===== src/rtl/bps_pkg.sv =====
// shared types, constants and helpers for the byte pattern search block
`timescale 1ns / 1ps
`default_nettype none
package bps_pkg;

	localparam int PAT_BYTES = 16;
	localparam int PAT_W     = 8 * PAT_BYTES;
	localparam int LEN_W     = 5;
	localparam int OFS_W     = 16;
	localparam int CFG_IDX_W = 2;
	localparam int CFG_W     = 64;
	localparam int OUT_W     = 24;

	typedef logic [7:0]       byte_t;
	typedef logic [PAT_W-1:0] pattern_t;
	typedef logic [LEN_W-1:0] pat_len_t;

	typedef enum logic [CFG_IDX_W-1:0] {
		CFG_PAT_LOW  = 2'd0,
		CFG_PAT_HIGH = 2'd1,
		CFG_PAT_LEN  = 2'd2
	} cfg_idx_t;

	function automatic byte_t pat_byte(input pattern_t pat, input logic [3:0] idx);
		pat_byte = pat[{idx, 3'b000} +: 8];
	endfunction

endpackage
`default_nettype wire


===== src/rtl/bps_cell.sv =====
// one window cell: holds one earlier haystack byte and compares it with its pattern byte
`timescale 1ns / 1ps
`default_nettype none
module bps_cell #(
	parameter int CELL_IDX = 1
) (
	input  wire                 clk,
	input  wire                 arst_n,
	input  wire                 shift,
	input  wire bps_pkg::byte_t    byte_in,
	input  wire bps_pkg::pattern_t pattern,
	input  wire bps_pkg::pat_len_t pat_len,
	output bps_pkg::byte_t         byte_out,
	output logic                hit
);
	import bps_pkg::*;

	byte_t    byte_q;
	pat_len_t pat_idx;

	always_ff @(posedge clk or negedge arst_n) begin
		if (!arst_n) begin
			byte_q <= '0;
		end else if (shift) begin
			byte_q <= byte_in;
		end
	end

	// this cell sits CELL_IDX bytes before the newest one
	assign pat_idx  = pat_len - LEN_W'(1) - LEN_W'(CELL_IDX);
	assign hit      = (LEN_W'(CELL_IDX) >= pat_len) ||
	                  (byte_q == pat_byte(pattern, pat_idx[3:0]));
	assign byte_out = byte_q;

endmodule
`default_nettype wire


===== src/rtl/byte_pattern_search_top.sv =====
// top level of the byte pattern search: config registers, cell chain, match tracking, output
// Usage:
//   s_tdata carries one haystack byte per item, s_tlast marks the final byte.
//   cfg_valid/cfg_ready with cfg_index and cfg_data write pattern_low (0),
//   pattern_high (1) and pattern_length (2); cfg_ready is always high.
//   One result item per haystack leaves on m_tdata: found in bit 0,
//   match_offset in bits 16:1, overflow in bit 17.
//   Throughput is one byte per cycle while no result waits: every byte is
//   compared against the whole pattern by a chain of MAX_PATTERN-1 window
//   cells plus the compare on the incoming byte.
//   The result is registered and valid in the cycle after the last byte is accepted.
//   The result waits in the output register while m_tready is low; s_tready
//   stays low for as long as a result waits, so input stalls until it is
//   taken, and a new byte can be accepted in the cycle it leaves.
//   Reset clears the pattern registers, the stream state and the output valid.
//   After each result the position, match and overflow state start over.
`timescale 1ns / 1ps
`default_nettype none
module byte_pattern_search_top #(
	parameter int              MAX_PATTERN  = 16,
	parameter longint unsigned MAX_HAYSTACK = 65536
) (
	input  wire                                 clk,
	input  wire                                 arst_n,
	input  wire                                 s_tvalid,
	output logic                                s_tready,
	input  wire  [7:0]                          s_tdata,   // data_byte
	input  wire                                 s_tlast,   // last_byte
	output logic                                m_tvalid,
	input  wire                                 m_tready,
	output logic [bps_pkg::OUT_W-1:0]           m_tdata,   // found, match_offset, overflow
	input  wire                                 cfg_valid,
	output logic                                cfg_ready,
	input  wire  [bps_pkg::CFG_IDX_W-1:0]       cfg_index,
	input  wire  [bps_pkg::CFG_W-1:0]           cfg_data
);
	import bps_pkg::*;

	localparam int CNT_W = $clog2(MAX_HAYSTACK + 1);
	localparam logic [CNT_W-1:0] HAY_LIM = CNT_W'(MAX_HAYSTACK);

	pattern_t           pattern_q;
	pat_len_t           pat_len_q;
	logic [CNT_W-1:0]   pos_q;
	logic               match_q;
	logic [OFS_W-1:0]   first_q;
	logic               ovf_q;
	logic               out_valid_q;
	logic               found_q;
	logic [OFS_W-1:0]   offset_q;
	logic               overflow_q;

	byte_t              win [MAX_PATTERN-1];
	logic [MAX_PATTERN-2:0] cell_hit;
	logic               accept;
	logic               in_range;
	logic               len_ok;
	logic               long_enough;
	logic               hit0;
	logic               new_match;
	logic [CNT_W:0]     start;
	logic [CNT_W+16:0]  start_x;
	logic [OFS_W-1:0]   start_sat;

	// config registers
	assign cfg_ready = 1'b1;

	always_ff @(posedge clk or negedge arst_n) begin
		if (!arst_n) begin
			pattern_q <= '0;
			pat_len_q <= '0;
		end else if (cfg_valid) begin
			case (cfg_idx_t'(cfg_index))
				CFG_PAT_LOW:  pattern_q[63:0]   <= cfg_data;
				CFG_PAT_HIGH: pattern_q[127:64] <= cfg_data;
				CFG_PAT_LEN:  pat_len_q         <= cfg_data[LEN_W-1:0];
				default: ;
			endcase
		end
	end

	assign accept   = s_tvalid && s_tready;
	assign s_tready = !out_valid_q || m_tready;

	// cell chain
	assign win[0] = s_tdata;

	for (genvar k = 1; k < MAX_PATTERN; k++) begin : g_cell
		if (k < MAX_PATTERN - 1) begin : g_mid
			bps_cell #(.CELL_IDX(k)) u_cell (
				.clk      (clk),
				.arst_n   (arst_n),
				.shift    (accept),
				.byte_in  (win[k-1]),
				.pattern  (pattern_q),
				.pat_len  (pat_len_q),
				.byte_out (win[k]),
				.hit      (cell_hit[k-1])
			);
		end else begin : g_end
			bps_cell #(.CELL_IDX(k)) u_cell (
				.clk      (clk),
				.arst_n   (arst_n),
				.shift    (accept),
				.byte_in  (win[k-1]),
				.pattern  (pattern_q),
				.pat_len  (pat_len_q),
				.byte_out (),
				.hit      (cell_hit[k-1])
			);
		end
	end

	// match decision
	assign hit0        = s_tdata == pat_byte(pattern_q, 4'(pat_len_q - LEN_W'(1)));
	assign in_range    = pos_q < HAY_LIM;
	assign len_ok      = (pat_len_q != '0) && (pat_len_q <= LEN_W'(MAX_PATTERN));
	assign long_enough = ((CNT_W+1)'(pos_q) + (CNT_W+1)'(1)) >= (CNT_W+1)'(pat_len_q);
	assign new_match   = in_range && !match_q && len_ok && long_enough && hit0 && (&cell_hit);
	assign start       = (CNT_W+1)'(pos_q) + (CNT_W+1)'(1) - (CNT_W+1)'(pat_len_q);
	assign start_x     = (CNT_W+17)'(start);
	assign start_sat   = (|start_x[CNT_W+16:16]) ? '1 : start_x[OFS_W-1:0];

	// stream state
	always_ff @(posedge clk or negedge arst_n) begin
		if (!arst_n) begin
			pos_q   <= '0;
			match_q <= 1'b0;
			first_q <= '0;
			ovf_q   <= 1'b0;
		end else if (accept) begin
			if (s_tlast) begin
				pos_q   <= '0;
				match_q <= 1'b0;
				first_q <= '0;
				ovf_q   <= 1'b0;
			end else begin
				if (in_range) begin
					pos_q <= pos_q + CNT_W'(1);
				end else begin
					ovf_q <= 1'b1;
				end
				if (new_match) begin
					match_q <= 1'b1;
					first_q <= start_sat;
				end
			end
		end
	end

	// output register
	always_ff @(posedge clk or negedge arst_n) begin
		if (!arst_n) begin
			out_valid_q <= 1'b0;
		end else if (accept && s_tlast) begin
			out_valid_q <= 1'b1;
		end else if (m_tready) begin
			out_valid_q <= 1'b0;
		end
	end

	always_ff @(posedge clk) begin
		if (accept && s_tlast) begin
			found_q    <= match_q || new_match;
			offset_q   <= match_q ? first_q : (new_match ? start_sat : '0);
			overflow_q <= ovf_q || !in_range;
		end
	end

	assign m_tvalid = out_valid_q;
	assign m_tdata  = {6'd0, overflow_q, offset_q, found_q};

`ifndef SYNTH
	a_valid_from_last: assert property (@(posedge clk) disable iff (!arst_n)
		$rose(out_valid_q) |-> $past(accept && s_tlast))
		else $error("result without last byte");

	a_no_result_mid: assert property (@(posedge clk) disable iff (!arst_n)
		accept && !s_tlast && !out_valid_q |=> !out_valid_q)
		else $error("result on a byte that is not last");

	a_offset_zero: assert property (@(posedge clk) disable iff (!arst_n)
		out_valid_q && !found_q |-> offset_q == '0)
		else $error("offset set without match");

	a_pos_bound: assert property (@(posedge clk) disable iff (!arst_n)
		pos_q <= HAY_LIM)
		else $error("position past haystack bound");
`endif

endmodule
`default_nettype wire


===== config.mk =====
export PLATFORM = sky130hd
export DESIGN_NAME = byte_pattern_search_top
export DESIGN_NICKNAME = d
export VERILOG_FILES = /design/src/rtl/bps_pkg.sv /design/src/rtl/bps_cell.sv /design/src/rtl/byte_pattern_search_top.sv
export SDC_FILE = /design/constraint.sdc
export NUM_CORES = 1
export LEC_CHECK = 0
export ABC_AREA = 1
export BUFFER_PORTS_ARGS = -buffer_cell sky130_fd_sc_hd__buf_2
export CAP_MARGIN = 0
export CELL_PAD_IN_SITES_DETAIL_PLACEMENT = 0
export CELL_PAD_IN_SITES_GLOBAL_PLACEMENT = 2
export CORE_ASPECT_RATIO = 1.75
export CORE_UTILIZATION = 35
export CTS_CLUSTER_SIZE = 8
export DETAILED_ROUTE_END_ITERATION = 16
export GPL_ROUTABILITY_DRIVEN = 0
export PLACE_DENSITY = 0.94
export SLEW_MARGIN = 20
export SYNTH_ARGS = -nofsm -noshare
export SYNTH_HDL_FRONTEND = slang
export SYNTH_SLANG_ARGS = --single-unit

===== constraint.sdc =====
create_clock -name clk -period 6.88 [get_ports clk]
set_input_delay 0.344 -clock clk [delete_from_list [all_inputs] [get_ports clk]]
set_output_delay 0.344 -clock clk [all_outputs]
set_load 0.01 [all_outputs]

---- Word-level counts from Yosys, hierarchy flattened ----
Cells that the tools add are included.
word-level totals
  flip-flop bits (word level) ............. 307
  bits of input ports ..................... 80
  output and inout port bits .............. 27
  logic and storage cells ................. 153
operators by class
  $add $sub $neg .......................... 19
  magnitude comparators ................... 18
  eq/ne operators ......................... 19
  shift operators ......................... 16
  mux-type cells .......................... 13
  reduce and logical (&&, ||, !) cells .... 42
operators by type and width
  kind                                                   count
  indexed part select 128 x 8 -> 8 bit                   16
  == test 8 bit                                          16
  two-way mux 16 bit                                     5
  >= comparator 4 x 5 -> 1 bit, first input constant     8
  two-way mux 17 bit                                     2
  subtractor 4 bit, second input constant                8
  >= comparator 3 x 5 -> 1 bit, first input constant     4
  adder 17 x 1 -> 18 bit, second input constant          1
  >= comparator 18 x 5 -> 1 bit                          1
  logical OR 1 bit                                       18
  subtractor 18 x 5 -> 18 bit                            1
  adder 17 x 1 -> 17 bit, second input constant          1
  < comparator 17 bit, second input constant             1
  subtractor 4 x 3 -> 4 bit, second input constant       4
  AND reduction 15 bit                                   1
  AND reduction 2 bit                                    6
  >= comparator 2 x 5 -> 1 bit, first input constant     2
  logical AND 1 bit                                      8
  subtractor 4 x 1 -> 4 bit, second input constant       2
  subtractor 4 x 2 -> 4 bit, second input constant       2
  two-way mux 1 bit                                      6
  nonzero test 2 bit                                     3
  >= comparator 1 x 5 -> 1 bit, first input constant     1
  less-or-equal comparator 5 bit, second input constant  1
  other kinds (7)                                        9

---- Depth between registers and ports, before layout ----
Gate-level depths: netlist of the first run.
  depth in word-level cells ............... 9
  gate-level depth with buffers ........... 31

---- Cells and area by module ----
A second synthesis of the first run with hierarchy kept.
unflattened totals
  cell total of the unflattened synthesis .. 7171
  area, all modules ....................... 38099.0 um^2
by module, submodules not included
  module                                  instances  cells an instance  area an instance (um^2)  sequential area each (um^2)
  byte_pattern_search_top                 1          1321               10015.9                  4769.6
  bps_cell (g_cell[13].g_mid.u_cell ...)  2          406                1889.3                   200.2
  bps_cell (g_cell[9].g_mid.u_cell)       1          411                1961.9                   200.2
  bps_cell (g_cell[11].g_mid.u_cell)      1          418                1959.4                   200.2
  bps_cell (g_cell[6].g_mid.u_cell)       1          406                1930.6                   200.2
  bps_cell (g_cell[14].g_mid.u_cell)      1          408                1915.6                   200.2
  bps_cell (g_cell[15].g_end.u_cell)      1          406                1896.8                   200.2
  bps_cell (g_cell[3].g_mid.u_cell)       1          406                1888.1                   200.2
  bps_cell (g_cell[7].g_mid.u_cell)       1          406                1886.8                   200.2
  bps_cell (g_cell[1].g_mid.u_cell)       1          405                1871.8                   200.2
  bps_cell (g_cell[10].g_mid.u_cell)      1          353                1849.3                   200.2
  bps_cell (g_cell[4].g_mid.u_cell)       1          357                1816.7                   200.2
  bps_cell (g_cell[12].g_mid.u_cell)      1          356                1788.0                   200.2
  bps_cell (g_cell[8].g_mid.u_cell)       1          354                1775.5                   200.2
  bps_cell (g_cell[2].g_mid.u_cell)       1          352                1764.2                   200.2

---- Worst setup path before layout of the first run ----
OpenSTA, ideal clock, no wires.
  path kind ............................... register to register
  from .................................... reg pat_len_q[0]
  to ...................................... reg first_q[10]
  library setup time ...................... 0.117 ns
  arrival ................................. 3.228 ns
  required time ........................... 6.763 ns
  setup slack ............................. 3.535 ns
  cell stages (with the launch flop) ...... 25
  buffers on the path ..................... 6
  clock period less this slack ............ 3.345 ns
  cells stage by stage .................... dfrtp_1 -> inv_2 -> buf_2 -> buf_4 -> buf_2 -> ha_1 -> inv_2 -> buf_2 -> buf_1 -> nand3_1 -> nand3_1 -> nand3_1 -> nand3_1 -> nand2_1 -> nor2_1 -> nand2_1 -> nor2_1 -> nand2_1 -> a21oi_1 -> nand2_1 -> nor2_2 -> nand3_4 -> buf_6 -> nand3_1 -> nand2_1
on the way
  longest elaborated chain between the ends .. 9
ends and longest elaborated chain
  item                                               line                                            source
  start: declaration                                 byte_pattern_search_top.sv:43                   pat_len_t pat_len_q;
  start signal: assignment                           byte_pattern_search_top.sv:76                   CFG_PAT_LEN: pat_len_q <= cfg_data[LEN_W-1:0];
  subtractor 4 x 1 -> 4 bit                          bps_cell.sv:30, byte_pattern_search_top.sv:115
  subtractor 4 x 1 -> 4 bit (tied with other cells)  bps_cell.sv:30                                  assign pat_idx = pat_len - LEN_W'(1) - LEN_W'(CELL_IDX);
  indexed part select 128 x 8 -> 8 bit               bps_pkg.sv:25                                   pat_byte = pat[{idx, 3'b000} +: 8];
  == test 8 bit                                      bps_cell.sv:32                                  (byte_q == pat_byte(pattern, pat_idx[3:0]));
  logical OR 1 bit                                   bps_cell.sv:31                                  assign hit = (LEN_W'(CELL_IDX) >= pat_len) ||
  AND reduction 15 bit                               byte_pattern_search_top.sv:119                  assign new_match = in_range && !match_q && len_ok && long_enough && hit0 && (&cell_hit);
  logical AND 1 bit                                  byte_pattern_search_top.sv:119
  nonzero test 2 bit (no source line)                -
  AND reduction 2 bit (no source line)               -
  end signal: assignment                             byte_pattern_search_top.sv:145                  first_q <= start_sat;
  end: declaration                                   byte_pattern_search_top.sv:46                   logic [OFS_W-1:0] first_q;
Several ways; a longest one is shown, not always the timed one. The select of a mux whose other input is x is not followed.
A chain may end at the register's enable or synchronous reset.

---- Worst setup path after layout of the first run ----
  from .................................... reg pat_len_q[0]
  to ...................................... reg offset_q[2], data pin
on the way
  longest elaborated chain between the ends .. 9
ends and longest elaborated chain
  item                                               line                                            source
  subtractor 4 x 1 -> 4 bit                          bps_cell.sv:30, byte_pattern_search_top.sv:115
  subtractor 4 x 1 -> 4 bit (tied with other cells)  bps_cell.sv:30
  indexed part select 128 x 8 -> 8 bit               bps_pkg.sv:25
  == test 8 bit                                      bps_cell.sv:32
  logical OR 1 bit                                   bps_cell.sv:31
  AND reduction 15 bit                               byte_pattern_search_top.sv:119
  logical AND 1 bit                                  byte_pattern_search_top.sv:119
  two-way mux 16 bit * (2 in a row)                  byte_pattern_search_top.sv:165                  offset_q <= match_q ? first_q : (new_match ? start_sat : '0);
  end signal: assignment                             byte_pattern_search_top.sv:165
  end: declaration                                   byte_pattern_search_top.sv:50                   logic [OFS_W-1:0] offset_q;
Mark *: on every way between the ends. The rest lies on a longest branch, timed or not.

==> qor.txt, run 1 <==
PortBufs = 99
P_int = 4.63 mW
critical path's slowest cell = buf_4
Seq pwr share = 0.263
Multi-input gate area = 12900 sq um
initial antenna violation count = 4
post-route clock period utilization = 0.799
syn_area_per_cell = 5.97 sq um
Post-CTS Setup Bufs = 0
Primary FF master, synth = dfrtp_1
Root Buffer = clkbuf_16
most used cell, CP = nand2_1
maxcap violations = 0
CP max stage delay = 0.67 ns
Detailed Route WL = 94000 microns
nets = 3918
initial DRC count = 2284
DIE WIDTH = 195 microns
CTS Buf Count = 44
routed len/inst = 20.2 microns
Mapped Area = 22900 sq um
Post-CTS Resized = 0
top cell type by total area after synthesis = nand2_1
CP top delay family = simple AND/OR/NAND/NOR gates
final setup TNS = 0 ns
final hold vios = 0
IO Pins = 107
register area share after synthesis = 0.339
layout cells sized above 1 = 0.0638
DIE HEIGHT = 340 microns
Clk Latency, worst-skew pair = 0.59 ns
status = finished, final reports clean
Critical Path Fanout Max = 71
critical path capture point type = flip-flop
startpoint types = flip-flop
WS Path Type = flip-flop to flip-flop
gr usage total = 0.283
Setup Skew = 0.0260 ns
drt via density = 5.20
vias in the first global route = 22500
peak supply drop = 0.196 mV
commonest non-fill, non-tap cell in the layout = nand2_1
Detailed Place HPWL = 73600 microns
Area Growth Syn to Fin = 8.78%
min Tclk post-route = 5.49 ns
FFs w/ async S/R, synth = 0.941
Switching Share = 0.511
fill count = 7136
worst setup margin = 1.39 ns
CTS tree = done
clk sinks = 307
post-route ant nets = 0
Mapped Cells = 3836
drt drc = 0
Sw Pwr = 4.84 mW
WP buf/inv = 4
most frequent cells in the layout = nand2_1 (1930), nand3_1 (518), inv_1 (331), o21ai_0 (308), dfrtp_1 (287)
CP required = 7.32 ns
Via Count = 24200
unrepaired setup endpoints after global routing = no
first-pass GRT wire length = 140000 microns
Distinct cells, synth = 38
hold_ws = 0.0147 ns
crit-path cells = inv_4 -> buf_4 -> buf_4 -> nand2_1 -> nand3_1 -> nand2_1 -> o21ai_0 -> nand2_1 -> nand3_1 -> nand2_1 -> inv_1 -> nand2_1 -> nor2_1 -> nand2_1 -> nand2_1 -> nand2_1 -> nor2_1 -> nand2_1 -> nor2_4 -> nor2_2 -> a21oi_1
DRT Pass-1 Iters = 8
clock share of power = 0.215
Worst Hold Class = input pin to flip-flop
Core Area = 64500 sq um
Post-synth EDFFs = 18
pin slew with the least headroom to its limit = 0.986 ns
row count = 123
Yosys top cell area share = 0.317
# setup viols final = 0
GRT overflow = 0
Register Area = 7780 sq um
Max Clk Rate = 0.182 GHz
Slew headroom = 0.342
pwr dens = 380 nW/um^2
number of synthesis warnings = 0
synth top area cells = nand2_1 (32%), dfrtp_1 (32%), nand3_1 (11%)
Starting Density = 0.355
Leak = 13.6 nW
Comb pwr share = 0.522
Die Footprint = 66500 sq um
#FFs+latches synth = 307
Slew Viols, Final = 0
maximum root-to-sink buffer count = 3
fin util = 0.386
largest net degree at the start of global routing = 119
Worst EP arrival = 5.94 ns
Reg clk slew, reported paths = 0.06 ns
H-Tree Level Count = 2
dpl ws = 1.56 ns
[synth_stat cells (4+ instances only)]
cell	instances
buf_4	22
xor2_1	10
nand3b_1	4
buf_1	16
clkinv_1	6
buf_2	68
nand3_1	520
ha_1	9
o22ai_1	12
nor3_1	7
buf_6	21
nor2_1	83
o21ai_1	4
nand4_1	26
inv_2	9
dfrtp_1	289
nand2_1	1933
nand2_4	10
clkbuf_1	63
nor2_2	5
o21ai_0	308
a21oi_1	16
nand2_2	25
edfxtp_1	18
inv_1	331
[metal layers]
| metal | part of all wire | up-vias | track usage |
|---|---|---|---|
| met3 | 0.055 | 235 | 0.0317 |
| met4 | 0.088 | 0 | 0.217 |
| met5 | 0 | - | 0 |
| met1 | 0.38 | 11100 | 0.327 |
| li1 | - | 12000 | - |
| met2 | 0.47 | 858 | 0.480 |
[stage by stage]
stage	cell area, sq um	cells	total power [mW]
3_5_place_dp	23700	4592	7.36
6_report	24900	4654	9.47
5_1_grt	24900	4654	10.1
4_1_cts	24900	4652	9.42
3_3_place_gp	23700	4592	7.35
2_1_floorplan	22900	3841	5.77
[registers in the layout (all words and copies together) (netlist names)]
| signal | flops |
|---|---|
| first_q | 16 |
| found_q | 1 |
| g_cell.g_end.u_cell.byte_out | 8 |
| g_cell.g_mid.u_cell.byte_out | 112 |
| m_tvalid | 1 |
| match_q | 1 |
| offset_q | 16 |
| overflow_q | 1 |
| ovf_q | 1 |
| pat_len_q | 5 |
| pattern_q | 128 |
| pos_q | 17 |
[final cells by class]
cell class	instances	share of cell area
multi-input cells	2997	0.516
flip-flops and latches	307	0.312
inverters	347	0.0525
clock buffers	55	0.0462
well taps	812	0.0408
repair buffers	131	0.0306
clock inverters	3	0.00181
diodes	2	0.000201
[tightest hold or removal path: stages]
cell and delay, ns:
buf_2 0.09, inv_1 0.05, o21ai_0 0.07
[power groups by stage]
stage	combinational [mW]	sequential (mW)	clock (mW)
global placement	4.84	2.51	0
floorplan	3.45	2.33	0
global route	5.50	2.52	2.13
finish	4.94	2.49	2.04
CTS	4.87	2.49	2.07
detailed placement	4.85	2.51	0
[final timing paths]
kind	from	end	cells after the start	slack (ns)
worst max-delay path	pat_len_q[0]	offset_q[2]	21	1.39
worst min-delay path	cfg_data[19]	pattern_q[19]	3	0.01
worst max register to register	pat_len_q[0]	offset_q[2]	21	1.39
worst min register to register	first_q[12]	first_q[12]	2	0.50
max in group asynchronous	arst_n	pat_len_q[0]	3	5.27
min in group asynchronous	arst_n	pattern_q[69]	2	0.36
[logic make-up (layout without fill, tap and decap cells)]
kind of cell	Yosys count	count (layout)	share of synthesized area
AO/OA/AOI/OAI	347	347	0.0773
XOR/XNOR	12	12	0.00459
adder cells (fa/ha/maj)	10	10	0.00579
flip-flops	307	307	0.339
other	2	9	0.000328
buffers and inverters	537	536	0.102
AND/OR/NAND/NOR	2621	2621	0.470
[timing repair]
| item | CTS | global route |
|---|---|---|
| endpoints found under the hold margin | 86 | 0 |
| endpoints found under the setup margin | 0 | 0 |
| hold buffers | 2 | 0 |
(Power assumes the default switching activity.)
==> run 2, diff against run 1 <==
--- a/config.mk
+++ b/config.mk
@@ -5,7 +5,7 @@
 export SDC_FILE = /design/constraint.sdc
 export NUM_CORES = 1
 export LEC_CHECK = 0
-export ABC_AREA = 1
+export ABC_AREA = 0
 export BUFFER_PORTS_ARGS = -buffer_cell sky130_fd_sc_hd__buf_2
 export CAP_MARGIN = 0
 export CELL_PAD_IN_SITES_DETAIL_PLACEMENT = 0
@@ -15,7 +15,7 @@
 export CTS_CLUSTER_SIZE = 8
 export DETAILED_ROUTE_END_ITERATION = 16
 export GPL_ROUTABILITY_DRIVEN = 0
-export PLACE_DENSITY = 0.94
+export PLACE_DENSITY = 0.81
 export SLEW_MARGIN = 20
 export SYNTH_ARGS = -nofsm -noshare
 export SYNTH_HDL_FRONTEND = slang
==> constraint.sdc (replaced) <==
create_clock -name clk -period 5.46 [get_ports clk]
set_input_delay 0.273 -clock clk [delete_from_list [all_inputs] [get_ports clk]]
set_output_delay 0.273 -clock clk [all_outputs]
set_load 0.01 [all_outputs]
==> run 2 against run 1 <==
Against the previous run:
- die area fell by 5.3%
- via count fell by 28%
- design area down 0.16%
- core utilization increased by 2.0 points
- critical path type unchanged
- wire length decreased by 24%
- highest routed layer unchanged
==> qor.txt, run 2 <==
peak supply drop = 0.268 mV (+36%)
register area share after synthesis = 0.358 (+0.0191)
final hold vios = 0 (unchanged)
post-route clock period utilization = 0.976 (+0.177)
post-route ant nets = 0 (unchanged)
# diodes = 0 (-2)
routed len/inst = 23.4 microns (+16%)
layout cells sized above 1 = 0.234 (+0.170)
final setup TNS = 0 ns (unchanged)
dpl cells = 2939 (-36%)
Post-CTS Setup Bufs = 0 (unchanged)
critical path capture point type = flip-flop
drt drc = 0 (unchanged)
critical path's slowest cell = o21ai_0
gr usage total = 0.228 (-0.0553)
IO Pins = 107 (unchanged)
nets = 2347 (-40%)
PortBufs = 99 (unchanged)
DRT Pass-1 Iters = 6 (-2)
drt via density = 5.67 (+9.1%)
count leader, synth = nand2_1
fill count = 5973 (-16%)
Clk Latency, worst-skew pair = 0.59 ns (about the same)
most flop-heavy register = pattern_q
Post-synth EDFFs = 18 (unchanged)
Core Area = 61300 sq um (-5.0%)
CP max stage delay = 0.65 ns (-0.02 ns)
Seq pwr share = 0.246 (-0.017)
row count = 120 (-2.4%)
Critical Path Fanout Max = 44 (-38%)
crit-path cells = inv_2 -> ha_4 -> buf_12 -> buf_4 -> mux4_2 -> nand2_1 -> a211oi_1 -> o21ai_0 -> nand4b_1 -> nor4_1 -> o22ai_1 -> nand4bb_1 -> or3_1 -> or4_4 -> o211ai_1
maximum root-to-sink buffer count = 3 (unchanged)
initial DRC count = 1198 (-48%)
Primary FF master, synth = dfrtp_1
first-pass GRT wire length = 108000 microns (-23%)
GRT overflow = 0 (unchanged)
Tot Pwr = 13.2 mW (+39%)
pin slew with the least headroom to its limit = 1.06 ns (+0.0741 ns)
worst hold stages = 3 (unchanged)
maxcap violations = 0 (unchanged)
Slew headroom = 0.293 (-0.0494)
Worst Hold Class = input pin to flip-flop
WP buf/inv = 3 (-1)
largest net degree at the start of global routing = 122 (+2.5%)
Slew Viols, Final = 0 (unchanged)
Switching Share = 0.447 (-0.0638)
min Tclk post-route = 5.33 ns (-0.167 ns)
Starting Density = 0.354 (-0.00128)
initial antenna violation count = 0 (-4)
worst setup margin = 0.132 ns (-1.25 ns)
startpoint types = flip-flop
CP required = 5.93 ns (-1.39 ns)
WS Path Type = flip-flop to flip-flop
DIE HEIGHT = 331 microns (-2.7%)
status = finished, final reports clean
Sw Pwr = 5.88 mW (+22%)
vias in the first global route = 17300 (-23%)
clk sinks = 307 (unchanged)
Max Clk Rate = 0.188 GHz (+3.1%)
max FFs per register = 128 (unchanged)
Yosys top cell area share = 0.333 (+0.0168)
Via Count = 17400 (-28%)
Area Growth Syn to Fin = 14.7%
Mapped Cells = 2144 (-44%)
DIE WIDTH = 190 microns (-2.7%)
Reg clk slew, reported paths = 0.05 ns (about the same)
CP Depth = 15 (-29%)
H-Tree Level Count = 2 (unchanged)
CTS Buf Count = 44 (unchanged)
Comb pwr share = 0.566 (+0.044)
number of synthesis warnings = 0 (unchanged)
synth top area cells = dfrtp_1 (33%), mux4_2 (13%), mux2_2 (8.7%)
top cell type by total area after synthesis = dfrtp_1
CTS tree = done
P_int = 7.28 mW (+57%)
# setup viols final = 0 (unchanged)
Detailed Place HPWL = 55200 microns (-25%)
dpl ws = 0.217 ns (-1.34 ns)
Register Area = 7780 sq um (unchanged)
most frequent cells after synthesis = nand2_1 (500), dfrtp_1 (289), mux2_2 (168)
Root Buffer = clkbuf_16
pwr dens = 529 nW/um^2 (+39%)
clock share of power = 0.188 (-0.027)
most frequent cells in the layout = nand2_1 (499), dfrtp_1 (287), mux2_2 (168), mux2i_1 (152), mux4_2 (123)
unrepaired setup endpoints after global routing = no
Die Footprint = 63000 sq um (-5.3%)
syn_area_per_cell = 10.1 sq um (+69%)
Worst EP arrival = 5.80 ns (-0.14 ns)
Detailed Route WL = 71600 microns (-24%)
#FFs+latches synth = 307 (unchanged)
Mapped Area = 21700 sq um (-5.3%)
Distinct cells, synth = 81 (+110%)
Setup Skew = 0.0278 ns (+0.00186 ns)
FFs w/ async S/R, synth = 0.941 (unchanged)
Leak = 10.8 nW (-21%)
Multi-input gate area = 13200 sq um (+2.5%)
Finished Layout Cells = 3060 (-34%)
r2r worst-path depth = 15 (-29%)
CP top delay family = simple AND/OR/NAND/NOR gates
commonest non-fill, non-tap cell in the layout = nand2_1
-- run 2: cell types whose count changed after synthesis, moves of 25 or more --
| cell | before | now |
|---|---|---|
| nand2_2 | 25 | 0 |
| buf_2 | 68 | 42 |
| nand3_1 | 520 | 30 |
| inv_1 | 331 | 27 |
| o21ai_0 | 308 | 99 |
| mux2i_1 | 0 | 152 |
| mux2_2 | 0 | 168 |
| mux4_2 | 0 | 123 |
| nand2_1 | 1933 | 500 |
| a22o_1 | 0 | 25 |
| xor2_1 | 10 | 72 |
| xnor2_1 | 2 | 67 |
-- run 2: final cells by class --
type | count | share of cell area
inverters | 28 | 0.00422
clock inverters | 2 | 0.000704
well taps | 793 | 0.0399
clock buffers | 54 | 0.0466
flip-flops and latches | 307 | 0.313
multi-input cells | 1653 | 0.530
repair buffers | 223 | 0.0663
-- run 2: metrics by stage --
step           cell area (sq um)   util  hold WS, ns
4_1_cts                    24900  0.406      0.00525
3_5_place_dp               23000  0.376        0.358
6_report                   24900  0.406       0.0335
3_3_place_gp               23000  0.376        0.346
2_1_floorplan              21800      -      -0.0226
5_1_grt                    24900  0.406       0.0290
-- run 2: kinds of logic (layout without fill, tap and decap cells) --
kind of cell	Yosys count	in the layout	share of synthesized area
buf+inv	189	307	0.0400
xor+xnor	141	141	0.0583
mux	448	448	0.291
other cells	2	7	0.000346
simple gates	747	747	0.152
flops	307	307	0.358
compound gates	300	300	0.0937
fa+ha+maj	10	10	0.00612
-- run 2: per-layer routing --
metal  share of wire  vias to the layer above  global-route usage
met1            0.37                     8654               0.259
met2            0.50                      562               0.391
li1                -                     7966                   -
met5               0                        -                   0
met3           0.040                      181              0.0256
met4           0.084                        0               0.170
-- run 2: final timing paths --
path / start / to / slack (ns)
min in group asynchronous: arst_n / g_cell[11].g_mid.u_cell.byte_out[5] / 0.27
max in group asynchronous: arst_n / pos_q[16] / 3.74
worst max-delay path: pat_len_q[0] / first_q[15] / 0.13
worst max register to register: pat_len_q[0] / first_q[15] / 0.13
worst min-delay path: s_tdata[3] / g_cell[1].g_mid.u_cell.byte_out[3] / 0.03
worst min register to register: g_cell[15].g_end.u_cell.byte_out[7] / g_cell[15].g_end.u_cell.byte_out[7] / 0.50
-- run 2: worst reg2reg max path, delay by kind of cell (launching register included) --
kind | cells | cell delay, ns
fa+ha+maj | 1 | 0.40
compound gates | 4 | 1.16
flops | 1 | 0.40
simple gates | 6 | 1.91
buf+inv | 3 | 0.77
mux | 1 | 0.58
-- run 2: power by group through the flow --
stage	Clock (mW)	Sequential, mW	Combinational, mW
2_1_floorplan	0	3.03	5.06
3_3_place_gp	0	3.24	7.22
3_5_place_dp	0	3.26	7.35
4_1_cts	2.55	3.23	7.40
5_1_grt	2.63	3.29	7.83
6_report	2.48	3.23	7.45
-- run 2: timing repair --
item                                    in CTS  in global routing
hold buffers                                65                  0
resized for setup                            0                  4
hold endpoints to repair                   213                  0
endpoints found under the setup margin       0                 16
